`config.mk`:
```
export PLATFORM = sky130hd
export DESIGN_NAME = media_frame_header_parser
export DESIGN_NICKNAME = d
export VERILOG_FILES = /design/src/design/mfhp_pkg.sv /design/src/design/mfhp_frame_state.sv /design/src/design/media_frame_header_parser.sv
export SDC_FILE = /design/constraint.sdc
export NUM_CORES = 1
export LEC_CHECK = 0
export ABC_AREA = 1
export BUFFER_PORTS_ARGS = -buffer_cell sky130_fd_sc_hd__buf_2
export CORE_MARGIN = 4
export CORE_UTILIZATION = 54
export CTS_CLUSTER_DIAMETER = 80
export CTS_CLUSTER_SIZE = 8
export DETAILED_ROUTE_END_ITERATION = 10
export HOLD_SLACK_MARGIN = 0.12
export PLACE_DENSITY = 0.8
export SETUP_SLACK_MARGIN = 0.1
export SLEW_MARGIN = 20
export SYNTH_ARGS = -nofsm -noshare
export SYNTH_HDL_FRONTEND = slang
export SYNTH_SLANG_ARGS = --single-unit
```
`constraint.sdc`:
```
create_clock -name clk -period 5 [get_ports clk]
set_input_delay 1 -clock clk [delete_from_list [all_inputs] [get_ports clk]]
set_output_delay 1 -clock clk [all_outputs]
set_load 0.02 [all_outputs]
```
`src/design/mfhp_pkg.sv`:
```
// ============================================================================
// Media frame header parser package
// Types, fail codes, register indexes and header layout constants shared by
// the parser modules and the port checker.
// ============================================================================
package mfhp_pkg;

  // Fixed header layout.
  localparam int unsigned HEADER_BYTES = 24;
  localparam int unsigned COUNT_W      = 33;

  localparam logic [COUNT_W-1:0] COUNT_MAX = {COUNT_W{1'b1}};

  // Byte offsets inside the header where each section begins.
  localparam logic [4:0] OFS_VERSION = 5'd4;
  localparam logic [4:0] OFS_KIND    = 5'd5;
  localparam logic [4:0] OFS_STREAM  = 5'd8;
  localparam logic [4:0] OFS_SEQ     = 5'd12;
  localparam logic [4:0] OFS_TIME    = 5'd16;
  localparam logic [4:0] OFS_LENGTH  = 5'd20;

  // Configuration register indexes.
  localparam logic [2:0] REG_VERSION     = 3'd0;
  localparam logic [2:0] REG_MAX_PAYLOAD = 3'd1;
  localparam logic [2:0] REG_KIND_A      = 3'd2;
  localparam logic [2:0] REG_KIND_B      = 3'd3;
  localparam logic [2:0] REG_KIND_C      = 3'd4;
  localparam logic [2:0] REG_KIND_D      = 3'd5;

  // Frame status codes, in order of precedence after the short check.
  typedef enum logic [2:0] {
    FAIL_NONE    = 3'd0,
    FAIL_SHORT   = 3'd1,
    FAIL_MAGIC   = 3'd2,
    FAIL_VERSION = 3'd3,
    FAIL_KIND    = 3'd4,
    FAIL_LONG    = 3'd5,
    FAIL_SIZE    = 3'd6
  } fail_code_t;

  // Live configuration seen by the frame checker.
  typedef struct packed {
    logic [7:0]  version;
    logic [31:0] max_payload;
    logic [7:0]  kind_a;
    logic [7:0]  kind_b;
    logic [7:0]  kind_c;
    logic [7:0]  kind_d;
  } cfg_t;

  // Gathered header fields.
  typedef struct packed {
    logic [7:0]  kind;
    logic [15:0] flags;
    logic [31:0] stream;
    logic [31:0] seq;
    logic [31:0] time_ms;
    logic [31:0] length;
  } header_t;

  // End-of-frame verdict handed to the result register.
  typedef struct packed {
    fail_code_t code;
    header_t    hdr;
  } verdict_t;

  // Magic bytes at header offsets zero to three.
  function automatic logic [7:0] magic_byte(input logic [1:0] idx);
    logic [7:0] val;
    case (idx)
      2'd0:    val = 8'h58;
      2'd1:    val = 8'h56;
      2'd2:    val = 8'h41;
      default: val = 8'h46;
    endcase
    return val;
  endfunction

endpackage

```
`src/design/mfhp_frame_state.sv`:
```
// ============================================================================
// Media frame header parser: per-frame state
// Counts frame bytes, checks the header bytes as they pass, gathers the
// big-endian header fields and forms the verdict on the final byte.
// ============================================================================
module mfhp_frame_state (
  input  logic                clk,
  input  logic                rst,
  input  logic                step,
  input  logic [7:0]          frame_byte,
  input  logic                end_of_frame,
  input  mfhp_pkg::cfg_t      cfg,
  output mfhp_pkg::verdict_t  verdict
);

  logic [mfhp_pkg::COUNT_W-1:0] byte_count;
  logic [mfhp_pkg::COUNT_W-1:0] byte_count_next;
  mfhp_pkg::fail_code_t         first_fail;
  mfhp_pkg::fail_code_t         first_fail_next;
  mfhp_pkg::fail_code_t         fail_hit;
  mfhp_pkg::fail_code_t         code;
  mfhp_pkg::header_t            hdr;
  mfhp_pkg::header_t            hdr_next;
  logic                         in_header;
  logic [4:0]                   ofs;
  logic                         kind_ok;
  logic [mfhp_pkg::COUNT_W-1:0] size_target;

  assign in_header = byte_count < mfhp_pkg::COUNT_W'(mfhp_pkg::HEADER_BYTES);
  assign ofs       = byte_count[4:0];
  assign kind_ok   = (frame_byte == cfg.kind_a) || (frame_byte == cfg.kind_b) ||
                     (frame_byte == cfg.kind_c) || (frame_byte == cfg.kind_d);

  // Header byte checks and field gathering for the current offset.
  always_comb begin
    hdr_next = hdr;
    fail_hit = mfhp_pkg::FAIL_NONE;
    if (in_header) begin
      if (ofs < mfhp_pkg::OFS_VERSION) begin
        if (frame_byte != mfhp_pkg::magic_byte(ofs[1:0])) begin
          fail_hit = mfhp_pkg::FAIL_MAGIC;
        end
      end else if (ofs == mfhp_pkg::OFS_VERSION) begin
        if (frame_byte != cfg.version) begin
          fail_hit = mfhp_pkg::FAIL_VERSION;
        end
      end else if (ofs == mfhp_pkg::OFS_KIND) begin
        hdr_next.kind = frame_byte;
        if (!kind_ok) begin
          fail_hit = mfhp_pkg::FAIL_KIND;
        end
      end else if (ofs < mfhp_pkg::OFS_STREAM) begin
        hdr_next.flags = {hdr.flags[7:0], frame_byte};
      end else if (ofs < mfhp_pkg::OFS_SEQ) begin
        hdr_next.stream = {hdr.stream[23:0], frame_byte};
      end else if (ofs < mfhp_pkg::OFS_TIME) begin
        hdr_next.seq = {hdr.seq[23:0], frame_byte};
      end else if (ofs < mfhp_pkg::OFS_LENGTH) begin
        hdr_next.time_ms = {hdr.time_ms[23:0], frame_byte};
      end else begin
        hdr_next.length = {hdr.length[23:0], frame_byte};
      end
    end
  end

  // The first failure in byte order sticks for the rest of the frame.
  assign first_fail_next = (first_fail != mfhp_pkg::FAIL_NONE) ? first_fail : fail_hit;

  // Saturating byte counter.
  assign byte_count_next = (byte_count == mfhp_pkg::COUNT_MAX) ? byte_count
                           : byte_count + mfhp_pkg::COUNT_W'(1);

  assign size_target = mfhp_pkg::COUNT_W'(mfhp_pkg::HEADER_BYTES)
                       + {1'b0, hdr_next.length};

  // Verdict for a frame that ends with this byte.
  always_comb begin
    if (byte_count_next < mfhp_pkg::COUNT_W'(mfhp_pkg::HEADER_BYTES)) begin
      code = mfhp_pkg::FAIL_SHORT;
    end else if (first_fail_next != mfhp_pkg::FAIL_NONE) begin
      code = first_fail_next;
    end else if (hdr_next.length > cfg.max_payload) begin
      code = mfhp_pkg::FAIL_LONG;
    end else if (byte_count_next != size_target) begin
      code = mfhp_pkg::FAIL_SIZE;
    end else begin
      code = mfhp_pkg::FAIL_NONE;
    end
  end

  // A failed frame reports all header fields as zero.
  always_comb begin
    verdict.code = code;
    verdict.hdr  = (code == mfhp_pkg::FAIL_NONE) ? hdr_next : '0;
  end

  // Frame state; the final byte starts the next frame from scratch.
  always_ff @(posedge clk) begin
    if (rst) begin
      byte_count <= '0;
      first_fail <= mfhp_pkg::FAIL_NONE;
      hdr        <= '0;
    end else if (step) begin
      if (end_of_frame) begin
        byte_count <= '0;
        first_fail <= mfhp_pkg::FAIL_NONE;
        hdr        <= '0;
      end else begin
        byte_count <= byte_count_next;
        first_fail <= first_fail_next;
        hdr        <= hdr_next;
      end
    end
  end

endmodule

```
`src/design/media_frame_header_parser.sv`:
```
// ============================================================================
// Media frame header parser
// Checks the 24-byte header of a byte-stream frame and reports one result
// per frame with the status code and the gathered header fields.
// ============================================================================
//
//   channel   direction  handshake            payload
//   in        sink       in_valid / in_ready  frame_byte, end_of_frame
//   out       source     out_valid/out_ready  frame_ok, fail_code, header fields
//   cfg       sink       cfg_we               cfg_index, cfg_data
//
// One byte is taken per cycle. A byte waits in the input register and is
// then folded into the frame state by a single pass of logic, so the result
// of a frame enters the output register as its final byte leaves the input
// register. Bytes keep flowing while a result waits; only the next final
// byte stalls the input until the waiting result is taken. Reset clears the
// frame state and both valid flags and returns the registers to their defaults.
//
module media_frame_header_parser (
  input  logic        clk,
  input  logic        rst,
  // Input requests.
  input  logic        in_valid,
  output logic        in_ready,
  input  logic [7:0]  frame_byte,
  input  logic        end_of_frame,
  // Result requests.
  output logic        out_valid,
  input  logic        out_ready,
  output logic        frame_ok,
  output logic [2:0]  fail_code,
  output logic [7:0]  kind,
  output logic [15:0] flag_bits,
  output logic [31:0] stream_number,
  output logic [31:0] sequence_number,
  output logic [31:0] time_ms,
  output logic [31:0] body_length,
  // Configuration writes.
  input  logic        cfg_we,
  input  logic [2:0]  cfg_index,
  input  logic [31:0] cfg_data
);

  mfhp_pkg::cfg_t     cfg;
  mfhp_pkg::verdict_t verdict;
  mfhp_pkg::verdict_t out_verdict;
  logic               in_q_valid;
  logic [7:0]         in_q_byte;
  logic               in_q_eof;
  logic               out_free;
  logic               advance;

  // Configuration registers.
  always_ff @(posedge clk) begin
    if (rst) begin
      cfg.version     <= 8'd1;
      cfg.max_payload <= 32'd65535;
      cfg.kind_a      <= 8'd0;
      cfg.kind_b      <= 8'd1;
      cfg.kind_c      <= 8'd2;
      cfg.kind_d      <= 8'd3;
    end else if (cfg_we) begin
      unique case (cfg_index)
        mfhp_pkg::REG_VERSION:     cfg.version     <= cfg_data[7:0];
        mfhp_pkg::REG_MAX_PAYLOAD: cfg.max_payload <= cfg_data;
        mfhp_pkg::REG_KIND_A:      cfg.kind_a      <= cfg_data[7:0];
        mfhp_pkg::REG_KIND_B:      cfg.kind_b      <= cfg_data[7:0];
        mfhp_pkg::REG_KIND_C:      cfg.kind_c      <= cfg_data[7:0];
        mfhp_pkg::REG_KIND_D:      cfg.kind_d      <= cfg_data[7:0];
        default: ;
      endcase
    end
  end

  // Flow control: a final byte needs a free output register to retire.
  assign out_free = !out_valid || out_ready;
  assign advance  = in_q_valid && (!in_q_eof || out_free);
  assign in_ready = !in_q_valid || advance;

  // Input register.
  always_ff @(posedge clk) begin
    if (rst) begin
      in_q_valid <= 1'b0;
    end else if (in_ready) begin
      in_q_valid <= in_valid;
    end
  end

  always_ff @(posedge clk) begin
    if (in_valid && in_ready) begin
      in_q_byte <= frame_byte;
      in_q_eof  <= end_of_frame;
    end
  end

  mfhp_frame_state u_frame (
    .clk          (clk),
    .rst          (rst),
    .step         (advance),
    .frame_byte   (in_q_byte),
    .end_of_frame (in_q_eof),
    .cfg          (cfg),
    .verdict      (verdict)
  );

  // Result register.
  always_ff @(posedge clk) begin
    if (rst) begin
      out_valid <= 1'b0;
    end else if (advance && in_q_eof) begin
      out_valid <= 1'b1;
    end else if (out_ready) begin
      out_valid <= 1'b0;
    end
  end

  always_ff @(posedge clk) begin
    if (advance && in_q_eof) begin
      out_verdict <= verdict;
    end
  end

  assign frame_ok        = (out_verdict.code == mfhp_pkg::FAIL_NONE);
  assign fail_code       = 3'(out_verdict.code);
  assign kind            = out_verdict.hdr.kind;
  assign flag_bits       = out_verdict.hdr.flags;
  assign stream_number   = out_verdict.hdr.stream;
  assign sequence_number = out_verdict.hdr.seq;
  assign time_ms         = out_verdict.hdr.time_ms;
  assign body_length     = out_verdict.hdr.length;

endmodule

```
==> flow_summary.json, run 1 <==
{
  "status": "finished clean",
  "syn2layout_area_growth_pct": 14.6,
  "period_needed_ps": 4650,
  "async_flop_share_pct": 0,
  "path_max_fanout": 29,
  "endpoint_kind": "flop",
  "routedWlPerCell_um": 18.0,
  "critPathKind": "reg2reg",
  "clockRootBuffer": "clkbuf_16",
  "max_slew_margin_pct": 26.8,
  "gp_congestion": 0.974,
  "rsz0062_at_grt": "false",
  "crit_chain": "nor2_1 -> nand2_1 -> nor2_1 -> nand2_1 -> nor2_8 -> buf_4 -> buf_4 -> nor2_1 -> nor2_2 -> nand2_1 -> clkinv_1 -> nand2_1 -> nor2_4 -> inv_2 -> o21bai_1 -> nand3_1 -> nor2_1 -> nand3_1 -> nor2_2 -> nand4_1 -> a21oi_4 -> nand2_8 -> buf_16 -> nor2_2",
  "tns_ps": 0,
  "insertedDiodeCount": 0,
  "clk_latency_ps": 620,
  "die_width_um": 212,
  "core_um2": 41000,
  "rr_worst_depth": 24,
  "p_clk_share_pct": 48.0,
  "gr-usage-all-layers_pct": 28.5,
  "fin_nets": 3195,
  "fmax_mhz": 215,
  "seq_area_frac_synth_pct": 45.1,
  "leakage_nw": 10.4,
  "drv_cap": 0,
  "numCtsBuffers": 59,
  "skew_ps": 33.5,
  "synth_area_leaders": "dfxtp_1, edfxtp_1, nand2_1",
  "synth_top_area_share_pct": 23.3,
  "die_h_um": 212,
  "setup_viol": 0,
  "hold_path_depth": 2,
  "synth_most_common_cell": "nand2_1",
  "clock-sinks": 426,
  "r2r-end": "body_length[16]$_SDFFCE_PP0P_",
  "antenna_found_initial": 1,
  "start_kind": "flop",
  "dieArea_um2": 45100,
  "syn_area_um2": 22500,
  "synth_edf_count": 164,
  "start_util_pct": 55.0,
  "finalCritPeriodShare_pct": 93.1,
  "pwr-share-seq_pct": 47.7,
  "swShare_pct": 23.1,
  "ant_nets": 0,
  "drv_slew": 0,
  "arrival_ps": 5070,
  "placementRows": 74,
  "tightest_slew_ps": 1100,
  "min_to": "u_frame.hdr[145]$_SDFFE_PP0P_",
  "cp_slowest_cell": "dfxtp_1",
  "netlist_instances": 2915,
  "p_int_mw": 5.93,
  "grt_pass1_vias": 19500,
  "yosysTopAreaCell": "dfxtp_1",
  "routed_via_density": 5.51,
  "max_stage_delay_ps": 410,
  "p_switching_mw": 1.78,
  "synth-seq-cells": 426,
  "grt_max_degree": 93,
  "finalHoldViolations": 0,
  "wirelength_mm": 66.4,
  "hold_class": "reg2reg",
  "ir_drop_v": 0.000270,
  "grt_overflow": 0,
  "ys_types": 51,
  "h-tree-depth": 2,
  "synth_ff_type": "dfxtp_1",
  "clk_pin_slew_ps": 60,
  "dr_total_vias": 20300,
  "ios": 207,
  "min_from": "u_frame.hdr[145]$_SDFFE_PP0P_",
  "synth_fp_nets": 3001,
  "synthTopCellsByCount": "nand2_1, nor2_1, inv_1",
  "clock_path_buffers": 3,
  "drive_gt1_share_pct": 17.5,
  "r2r_slack_ps": 350,
  "hold_buffers": 0,
  "crit_required_ps": 5420,
  "dp_hpwl_mm": 45.5,
  "avgSynthCellArea_um2": 7.73,
  "portBuffers": 206,
  "drt_iter0_markers": 2548,
  "combinationalPowerShare_pct": 4.3,
  "power_mw": 7.71,
  "timing.rr.start": "u_frame.byte_count[32]$_SDFFE_PP0P_",
  "grt_pass1_wl_mm": 103,
  "cts_tree": "done",
  "firstDrtPassIters": 6,
  "pwr_density_cell_nw_per_um2": 298,
  "yosys_warnings": 0,
  "drcViolationCount": 0
}
[metal layers]
metal	track usage [%]	vias to the layer above	routed length [µm]
met5	0	-	0
met4	11.5	0	2680
met3	4.97	179	5690
met2	44.7	956	30500
met1	39.5	9448	27600
li1	-	9694	-
[worst max-delay path: cells and delay by family, from the launching register on]
kind | cells | cell delay, ps
AOI/OAI and AO/OA | 2 | 560
and+or+nand+nor | 17 | 2770
buffers and inverters | 5 | 700
DFF | 1 | 410
[state kept, by name (all words and copies together), names as in the netlist]
signal,flops
in_q_eof,1
time_ms,32
kind,8
stream_number,32
u_frame.first_fail,3
cfg,72
sequence_number,32
flag_bits,16
fail_code,3
u_frame.hdr,152
in_q_valid,1
body_length,32
u_frame.byte_count,33
out_valid,1
in_q_byte,8
[how the worst max path moves through the flow]
stage | startpoint | end | depth (start not counted)
floorplan | out_ready | body_length[0]$_SDFFCE_PP0P_ | 6
global placement | u_frame.byte_count[3]$_SDFFE_PP0P_ | body_length[16]$_SDFFCE_PP0P_ | 22
detailed placement | u_frame.byte_count[3]$_SDFFE_PP0P_ | sequence_number[19]$_SDFFCE_PP0P_ | 23
CTS | u_frame.byte_count[32]$_SDFFE_PP0P_ | sequence_number[8]$_SDFFCE_PP0P_ | 23
global route | u_frame.byte_count[32]$_SDFFE_PP0P_ | body_length[16]$_SDFFCE_PP0P_ | 24
finish | u_frame.byte_count[32]$_SDFFE_PP0P_ | body_length[16]$_SDFFCE_PP0P_ | 24
[stage by stage]
step | cell area, µm² | setup slack (ps) | hold slack (ps) | util [%] | std cells
after CTS | 25700 | 320 | 463 | 62.7 | 3675
after global routing | 25800 | 104 | 486 | 63.0 | 3683
after detailed placement | 24000 | 321 | 455 | 58.6 | 3572
after floorplan | 22500 | 497 | 435 | - | 2915
final | 25800 | 347 | 465 | 63.0 | 3683
after global placement | 24000 | 436 | 449 | 58.6 | 3572
[cell families after synthesis]
| logic type | share of synthesized area [%] |
|---|---|
| DFF | 45.1 |
| adders and majority gates | 2.05 |
| xor gates and xnor gates | 3.01 |
| AOI/OAI and AO/OA | 11.1 |
| buffers and inverters | 8.80 |
| muxes | 1.11 |
| and+or+nand+nor | 28.8 |
[timing repair]
item | CTS | global route
resized for setup | 0 | 5
buffers inserted | 0 | 5
endpoints found under the hold margin | 0 | 0
endpoints found under the setup margin | 0 | 128
[layout by cell type (no fill, tap or decap), drive strengths merged, types with 9 or more instances in the layout]
cell | Yosys | final
xnor2 | 16 | 16
a21oi | 232 | 232
o21ai | 119 | 119
nand2 | 795 | 796
clkbuf | 98 | 101
nor4 | 9 | 9
nand4 | 31 | 31
o211ai | 16 | 16
nor3 | 28 | 28
nor2 | 426 | 427
inv | 324 | 323
clkinv | 7 | 10
ha | 37 | 37
xor2 | 59 | 59
mux2i | 25 | 25
buf | 41 | 269
dfxtp | 262 | 262
or2 | 64 | 64
nand3 | 77 | 77
edfxtp | 164 | 164
o21a | 57 | 57
[cell type report]
class / count / area [µm²]
Clock buffer: 100 / 1640
Clock inverter: 3 / 51.3
Fill cell: 3513 / 15200
Inverter: 331 / 1250
Multi-Input combinational cell: 2021 / 10500
Sequential cell: 426 / 10200
Tap cell: 532 / 666
Timing Repair Buffer: 270 / 1600
[power groups by stage]
stage / logic [mW] / clock network [mW] / registers, mW
2_1_floorplan: 0.170 / 0 / 3.77
3_3_place_gp: 0.318 / 0 / 3.75
3_5_place_dp: 0.326 / 0 / 3.75
4_1_cts: 0.327 / 3.75 / 3.68
5_1_grt: 0.357 / 3.90 / 3.68
6_report: 0.330 / 3.70 / 3.68
No activity file was read; power rests on OpenSTA's default activity.
==> run 2: changes to the inputs <==
--- a/config.mk
+++ b/config.mk
@@ -7,13 +7,16 @@
 export LEC_CHECK = 0
 export ABC_AREA = 1
 export BUFFER_PORTS_ARGS = -buffer_cell sky130_fd_sc_hd__buf_2
+export CELL_PAD_IN_SITES_DETAIL_PLACEMENT = 1
+export CELL_PAD_IN_SITES_GLOBAL_PLACEMENT = 1
 export CORE_MARGIN = 4
-export CORE_UTILIZATION = 54
+export CORE_UTILIZATION = 30
 export CTS_CLUSTER_DIAMETER = 80
 export CTS_CLUSTER_SIZE = 8
 export DETAILED_ROUTE_END_ITERATION = 10
 export HOLD_SLACK_MARGIN = 0.12
-export PLACE_DENSITY = 0.8
+export MAX_ROUTING_LAYER = met4
+export PLACE_DENSITY = 0.64
 export SETUP_SLACK_MARGIN = 0.1
 export SLEW_MARGIN = 20
 export SYNTH_ARGS = -nofsm -noshare
==> run 2 against run 1 <==
Setup slack better by 120 ps. Clock skew up 7.6 ps. Combinational power up 6%. Non-clock buffer count up 15. Core utilization down 27 points. Fmax up 2.6%. Largest power group unchanged.
==> flow_summary.json, run 2 (synthesis results as in run 1) <==
{
  "met3_usage_pct": 2.22,
  "clk_pin_slew_ps": 60,
  "crit_required_ps": 5350,
  "syn2layout_area_growth_pct": 18.2,
  "layout_common_cells": "nand2_1, nor2_1, inv_1",
  "setup_viol": 0,
  "die_h_um": 282,
  "fin_nets": 3211,
  "wirelength_mm": 75.2,
  "crit_path_start": "u_frame.byte_count[21]$_SDFFE_PP0P_",
  "max_slew_margin_pct": 37.7,
  "layout_setup_ws_ps": 464,
  "ir_drop_v": 0.000246,
  "routedWlPerCell_um": 18.2,
  "h-tree-depth": 2,
  "start_util_pct": 30.3,
  "power_mw": 7.99,
  "grt_max_degree": 116,
  "met1_usage_pct": 25.2,
  "grt_pass1_vias": 19700,
  "leakage_nw": 10.6,
  "ios": 207,
  "pwr_density_cell_nw_per_um2": 300,
  "preCtsSetupSlack_ps": 411,
  "drt_iter0_markers": 1164,
  "clk_latency_ps": 640,
  "r2r_slack_ps": 460,
  "crit_end": "time_ms[22]$_SDFFCE_PP0P_",
  "gp_congestion": 0.906,
  "gr-usage-all-layers_pct": 19.1,
  "placementRows": 100,
  "r2r-end": "time_ms[22]$_SDFFCE_PP0P_",
  "firstDrtPassIters": 5,
  "drv_cap": 0,
  "tns_ps": 0,
  "start_kind": "flop",
  "fmax_mhz": 220,
  "rr_worst_depth": 22,
  "tightest_slew_ps": 935,
  "clock-sinks": 426,
  "period_needed_ps": 4540,
  "rsz0062_at_grt": "false",
  "cts_tree": "done",
  "finalCritPeriodShare_pct": 90.7,
  "portBuffers": 206,
  "status": "finished clean",
  "top_regs": "u_frame.hdr: 152 flops, cfg: 72 flops, u_frame.byte_count: 33 flops",
  "dieArea_um2": 79600,
  "grt_pass1_wl_mm": 116,
  "numCtsBuffers": 61,
  "regMostFlops": "u_frame.hdr",
  "ant_nets": 0,
  "timing.rr.start": "u_frame.byte_count[21]$_SDFFE_PP0P_",
  "finalHoldViolations": 0,
  "routed_via_density": 4.73,
  "dr_total_vias": 19600,
  "drv_slew": 0,
  "grt_overflow": 0,
  "fillers": 9063,
  "use_met2_pct": 31.5,
  "core_um2": 74400,
  "hold_class": "reg2reg",
  "largest_register_ffs": 152,
  "endpoint_kind": "flop",
  "clockRootBuffer": "clkbuf_16",
  "skew_ps": 41.1,
  "insertedDiodeCount": 0,
  "drive_gt1_share_pct": 18.1,
  "busiest_layer": "met2",
  "arrival_ps": 4880,
  "path_max_fanout": 58,
  "antenna_found_initial": 1,
  "final_common_cell": "nand2_1",
  "dp_hpwl_mm": 53.3,
  "drcViolationCount": 0,
  "hold_buffers": 0,
  "clock_path_buffers": 3,
  "die_width_um": 282,
  "critPathKind": "reg2reg"
}
==> run 2: changes by cell type in the layout (fill, tap and decap cells not counted), moves of 2 or more <==
cell and change:
buf_4 +12, clkbuf_16 +3, clkinv_16 +2, buf_12 +4, clkbuf_1 -3
==> run 2: worst max-delay path, cell delays in order, from the launching register on <==
cell,delay [ps]
dfxtp_1,380
nor2_1,150
nand2_1,70
nor2_1,130
nand2_1,270
nor2_8,350
buf_4,190
nand2_1,50
nand2_1,140
inv_1,130
ha_1,310
a21oi_1,170
nor2_1,60
a211oi_1,210
o2111ai_1,210
o22a_1,300
nand2_1,120
nand2_1,50
nor2_1,190
a21oi_2,130
nand2_8,140
buf_16,370
nor2_1,90
==> run 2: final cells by class <==
class | instances | area (µm²) | area share [%]
Sequential cell | 426 | 10200 | 38.2
Timing Repair Buffer | 285 | 1730 | 6.49
Clock inverter | 5 | 104 | 0.390
Multi-Input combinational cell | 2020 | 10400 | 39.2
Inverter | 331 | 1250 | 4.69
Tap cell | 969 | 1210 | 4.55
Clock buffer | 101 | 1730 | 6.49
==> run 2: where the power goes <==
group          leakage [nW]  internal, mW  total [mW]  switching [mW]
clock                 0.870          2.34        3.97            1.63
sequential             3.71          3.65        3.68          0.0271
combinational          5.99        0.0879       0.349           0.261
==> run 2: metrics by stage <==
| step | hold slack (ps) | utilization, % | cells | area [µm²] |
|---|---|---|---|---|
| 2_1_floorplan | 435 | - | 2915 | 22500 |
| 3_3_place_gp | 451 | 33.2 | 4023 | 24700 |
| 3_5_place_dp | 457 | 33.2 | 4023 | 24700 |
| 4_1_cts | 465 | 35.7 | 4129 | 26500 |
| 5_1_grt | 478 | 35.8 | 4137 | 26600 |
| 6_report | 459 | 35.8 | 4137 | 26600 |
==> run 2: repair_timing <==
item	CTS	global route
setup buffers	0	7
resized for setup	0	3
setup endpoints to repair	0	95
==> run 2: how the worst min path moves through the flow <==
stage,to,slack (ps),depth (start not counted),startpoint
2_1_floorplan,cfg[49]$_SDFFE_PP0P_,440,2,cfg[49]$_SDFFE_PP0P_
3_3_place_gp,u_frame.hdr[140]$_SDFFE_PP0P_,450,2,u_frame.hdr[140]$_SDFFE_PP0P_
3_5_place_dp,u_frame.hdr[142]$_SDFFE_PP0P_,460,2,u_frame.hdr[142]$_SDFFE_PP0P_
4_1_cts,u_frame.hdr[137]$_SDFFE_PP0P_,460,2,u_frame.hdr[137]$_SDFFE_PP0P_
5_1_grt,u_frame.hdr[123]$_SDFFE_PP0P_,480,2,u_frame.hdr[123]$_SDFFE_PP0P_
6_report,cfg[48]$_SDFFE_PP0P_,460,2,cfg[48]$_SDFFE_PP0P_
==> run 2: metal layers <==
layer / wire, µm / share of wire [%] / vias up
li1: - / - / 9729
met1: 35400 / 47 / 9407
met2: 35600 / 47 / 306
met3: 2420 / 3.2 / 110
met4: 1760 / 2.3 / 0
met5: 0 / 0 / -
==> run 3: changes to the inputs <==
--- a/config.mk
+++ b/config.mk
@@ -5,7 +5,7 @@
 export SDC_FILE = /design/constraint.sdc
 export NUM_CORES = 1
 export LEC_CHECK = 0
-export ABC_AREA = 1
+export ABC_AREA = 0
 export BUFFER_PORTS_ARGS = -buffer_cell sky130_fd_sc_hd__buf_2
 export CELL_PAD_IN_SITES_DETAIL_PLACEMENT = 1
 export CELL_PAD_IN_SITES_GLOBAL_PLACEMENT = 1
@@ -14,9 +14,10 @@
 export CTS_CLUSTER_DIAMETER = 80
 export CTS_CLUSTER_SIZE = 8
 export DETAILED_ROUTE_END_ITERATION = 10
+export GPL_TIMING_DRIVEN = 0
 export HOLD_SLACK_MARGIN = 0.12
 export MAX_ROUTING_LAYER = met4
-export PLACE_DENSITY = 0.64
+export PLACE_DENSITY = 0.63
 export SETUP_SLACK_MARGIN = 0.1
 export SLEW_MARGIN = 20
 export SYNTH_ARGS = -nofsm -noshare
==> run 3 against run 2 <==
The flow now finishes with violations (negative setup slack). Clock skew rose by 18 ps. Flip-flop and latch count did not move. Die area fell by 5.6%. Cell count fell by 10%. Sequential share of layout area fell by 0.98 points. Routed wire length rose by 15%. Combinational power rose by 1%. Register-to-register slack got worse by 810 ps. First-iteration DRC count rose by 9.2%. Synthesized cell count fell by 17%. Core utilization rose by 3.3 points. Clock power rose by 2%. Critical endpoint is now body_length[1]$_SDFFCE_PP0P_. Highest routed layer unchanged.
==> flow_summary.json, run 3 <==
{
  "yosys_warnings": 0,
  "async_flop_share_pct": 0,
  "synth_top_area_share_pct": 24.7,
  "clk_pin_slew_ps": 50,
  "path_max_fanout": 9,
  "cts_tree": "done",
  "fmax_mhz": 187,
  "synth_fp_nets": 2492,
  "syn_area_um2": 21200,
  "top_regs": "u_frame.hdr: 152 flops, cfg: 72 flops, u_frame.byte_count: 33 flops",
  "routed_via_density": 5.31,
  "synth_top_family_by_area": "simple AND/OR/NAND/NOR gates",
  "synth-seq-cells": 426,
  "finalCritPeriodShare_pct": 107,
  "cp_top_family": "simple AND/OR/NAND/NOR gates",
  "critPathBufInv": 5,
  "setup_viol": 152,
  "cp_slowest_cell": "or4b_4",
  "h-tree-depth": 2,
  "synthTopCellsByCount": "nand2_1, nor2_1, dfxtp_1",
  "tightest_slew_ps": 1140,
  "violations": "negative setup slack",
  "ant_nets": 0,
  "clk_latency_ps": 660,
  "ir_drop_v": 0.000215,
  "hold_buffers": 0,
  "final_common_cell": "nand2_1",
  "power_mw": 8.05,
  "synthMuxAreaShare_pct": 1.41,
  "finalHoldViolations": 0,
  "fin_nets": 2819,
  "seq_area_frac_synth_pct": 47.9,
  "leakage_nw": 9.61,
  "grt_pass1_wl_mm": 129,
  "portBuffers": 204,
  "synth_simple_gate_area_share_pct": 21.4,
  "drv_slew": 0,
  "firstDrtPassIters": 5,
  "clockRootBuffer": "clkbuf_16",
  "period_needed_ps": 5350,
  "dr_total_vias": 19700,
  "skew_ps": 58.6,
  "synth_ff_type": "dfxtp_1",
  "endpoint_kind": "flop",
  "status": "finished with violations",
  "rsz0062_at_grt": "true",
  "gr-usage-all-layers_pct": 23.0,
  "synth_area_leaders": "dfxtp_1, edfxtp_1, nand2_1",
  "ys_types": 76,
  "insertedDiodeCount": 0,
  "numCtsBuffers": 61,
  "rr_worst_depth": 20,
  "fillers": 8168,
  "cp_common_cell": "buf_12",
  "hold_path_depth": 2,
  "ios": 207,
  "drt_iter0_markers": 1271,
  "crit_chain": "nor4_4 -> nand4_4 -> or4b_4 -> buf_12 -> buf_12 -> o21a_4 -> ha_4 -> and4b_2 -> nand2b_1 -> mux2_4 -> or4b_4 -> xnor2_2 -> o21ai_2 -> nor4_2 -> and4_1 -> nand4_4 -> buf_6 -> buf_12 -> buf_16 -> nor2_4",
  "dieArea_um2": 75100,
  "drive_gt1_share_pct": 21.9,
  "r2r-end": "body_length[1]$_SDFFCE_PP0P_",
  "post-route-util_pct": 39.0,
  "max_stage_delay_ps": 610,
  "tns_ps": -38270,
  "clock-sinks": 426,
  "core_um2": 70100,
  "drcViolationCount": 0,
  "grt_max_degree": 53,
  "start_kind": "flop",
  "avgSynthCellArea_um2": 8.83,
  "gp_congestion": 0.927,
  "synth_compound_area_share_pct": 17.4,
  "drv_cap": 0,
  "pwr_density_cell_nw_per_um2": 294,
  "timing.rr.start": "u_frame.byte_count[29]$_SDFFE_PP0P_",
  "die_h_um": 274,
  "crit_required_ps": 5450,
  "r2r_slack_ps": -350,
  "min_to": "cfg[61]$_SDFFE_PP0P_",
  "arrival_ps": 5800,
  "synth_most_common_cell": "nand2_1",
  "whs_ps": 454,
  "clock_path_buffers": 3,
  "antenna_found_initial": 2,
  "start_util_pct": 30.3,
  "regMostFlops": "u_frame.hdr",
  "synth_edf_count": 164,
  "max_slew_margin_pct": 24.1,
  "min_from": "cfg[61]$_SDFFE_PP0P_",
  "largest_register_ffs": 152,
  "layout_setup_ws_ps": -349,
  "yosys.area_share.xor_xnor_pct": 5.06,
  "placementRows": 97,
  "dp_hpwl_mm": 62.3,
  "die_width_um": 274,
  "critPathKind": "reg2reg",
  "grt_overflow": 0,
  "wirelength_mm": 86.6,
  "yosysTopAreaCell": "dfxtp_1",
  "routedWlPerCell_um": 23.3,
  "netlist_instances": 2406,
  "syn2layout_area_growth_pct": 28.9,
  "hold_class": "reg2reg",
  "layout_common_cells": "nand2_1, nor2_1, dfxtp_1",
  "synthAdderAreaFrac_pct": 2.18,
  "grt_pass1_vias": 20500
}
run 3: cells by family (layout without fill, tap and decap cells):
family	count (synthesis)	in the layout
buffers and inverters	242	611
adders and majority gates	37	37
muxes	28	28
xor gates and xnor gates	118	118
and+or+nand+nor	1002	1002
AOI/OAI and AO/OA	553	553
DFF	426	426
run 3: what timing repair did:
item / CTS / global route
resized for setup: 243 / 57
buffers inserted: 47 / 16
cloned: 9 / 0
pin swaps: 33 / 25
setup endpoints to repair: 155 / 155
run 3: how the worst max path moves through the flow:
stage	slack [ps]	startpoint	cells past startpoint	endpoint
6_report	-350	u_frame.byte_count[29]$_SDFFE_PP0P_	20	body_length[1]$_SDFFCE_PP0P_
4_1_cts	-360	u_frame.byte_count[7]$_SDFFE_PP0P_	21	body_length[1]$_SDFFCE_PP0P_
5_1_grt	-470	u_frame.byte_count[12]$_SDFFE_PP0P_	21	body_length[23]$_SDFFCE_PP0P_
3_3_place_gp	-2300	u_frame.byte_count[24]$_SDFFE_PP0P_	18	body_length[1]$_SDFFCE_PP0P_
2_1_floorplan	110	u_frame.byte_count[11]$_SDFFE_PP0P_	22	kind[0]$_SDFFCE_PP0P_
3_5_place_dp	-2270	u_frame.byte_count[24]$_SDFFE_PP0P_	21	body_length[1]$_SDFFCE_PP0P_
run 3: stage by stage:
stage          setup slack, ps  area, µm²  cells
2_1_floorplan              108      21300   2406
6_report                  -349      27400   3715
3_3_place_gp             -2300      23500   3550
3_5_place_dp             -2270      23600   3553
5_1_grt                   -469      27400   3715
4_1_cts                   -358      27100   3705
run 3: metal layers:
metal,vias up,share of wire (%),track usage (%)
met1,9897,44,29.1
met3,144,5.2,3.14
li1,9089,-,-
met5,-,0,-
met4,0,3.2,6.64
met2,599,48,38.5
run 3: cell type report:
class | instances | area, µm² | area share (%)
Sequential cell | 426 | 10200 | 37.2
Multi-Input combinational cell | 1738 | 11100 | 40.5
Inverter | 64 | 243 | 0.886
Tap cell | 940 | 1180 | 4.30
Buffer | 165 | 992 | 3.62
Timing Repair Buffer | 277 | 1820 | 6.63
Clock buffer | 99 | 1710 | 6.25
Clock inverter | 6 | 158 | 0.576
run 3: tightest hold or removal path, cell delays in order (launching register included):
cell,delay (ps)
dfxtp_1,310
nand2_1,50
a21oi_1,50
run 3: report_power, final:
group	total, mW	switching, mW	internal [mW]	leakage, nW
logic	0.353	0.261	0.0921	4.94
registers	3.66	0.0225	3.63	3.79
clock network	4.04	1.62	2.42	0.882
total	8.05	1.91	6.15	9.61
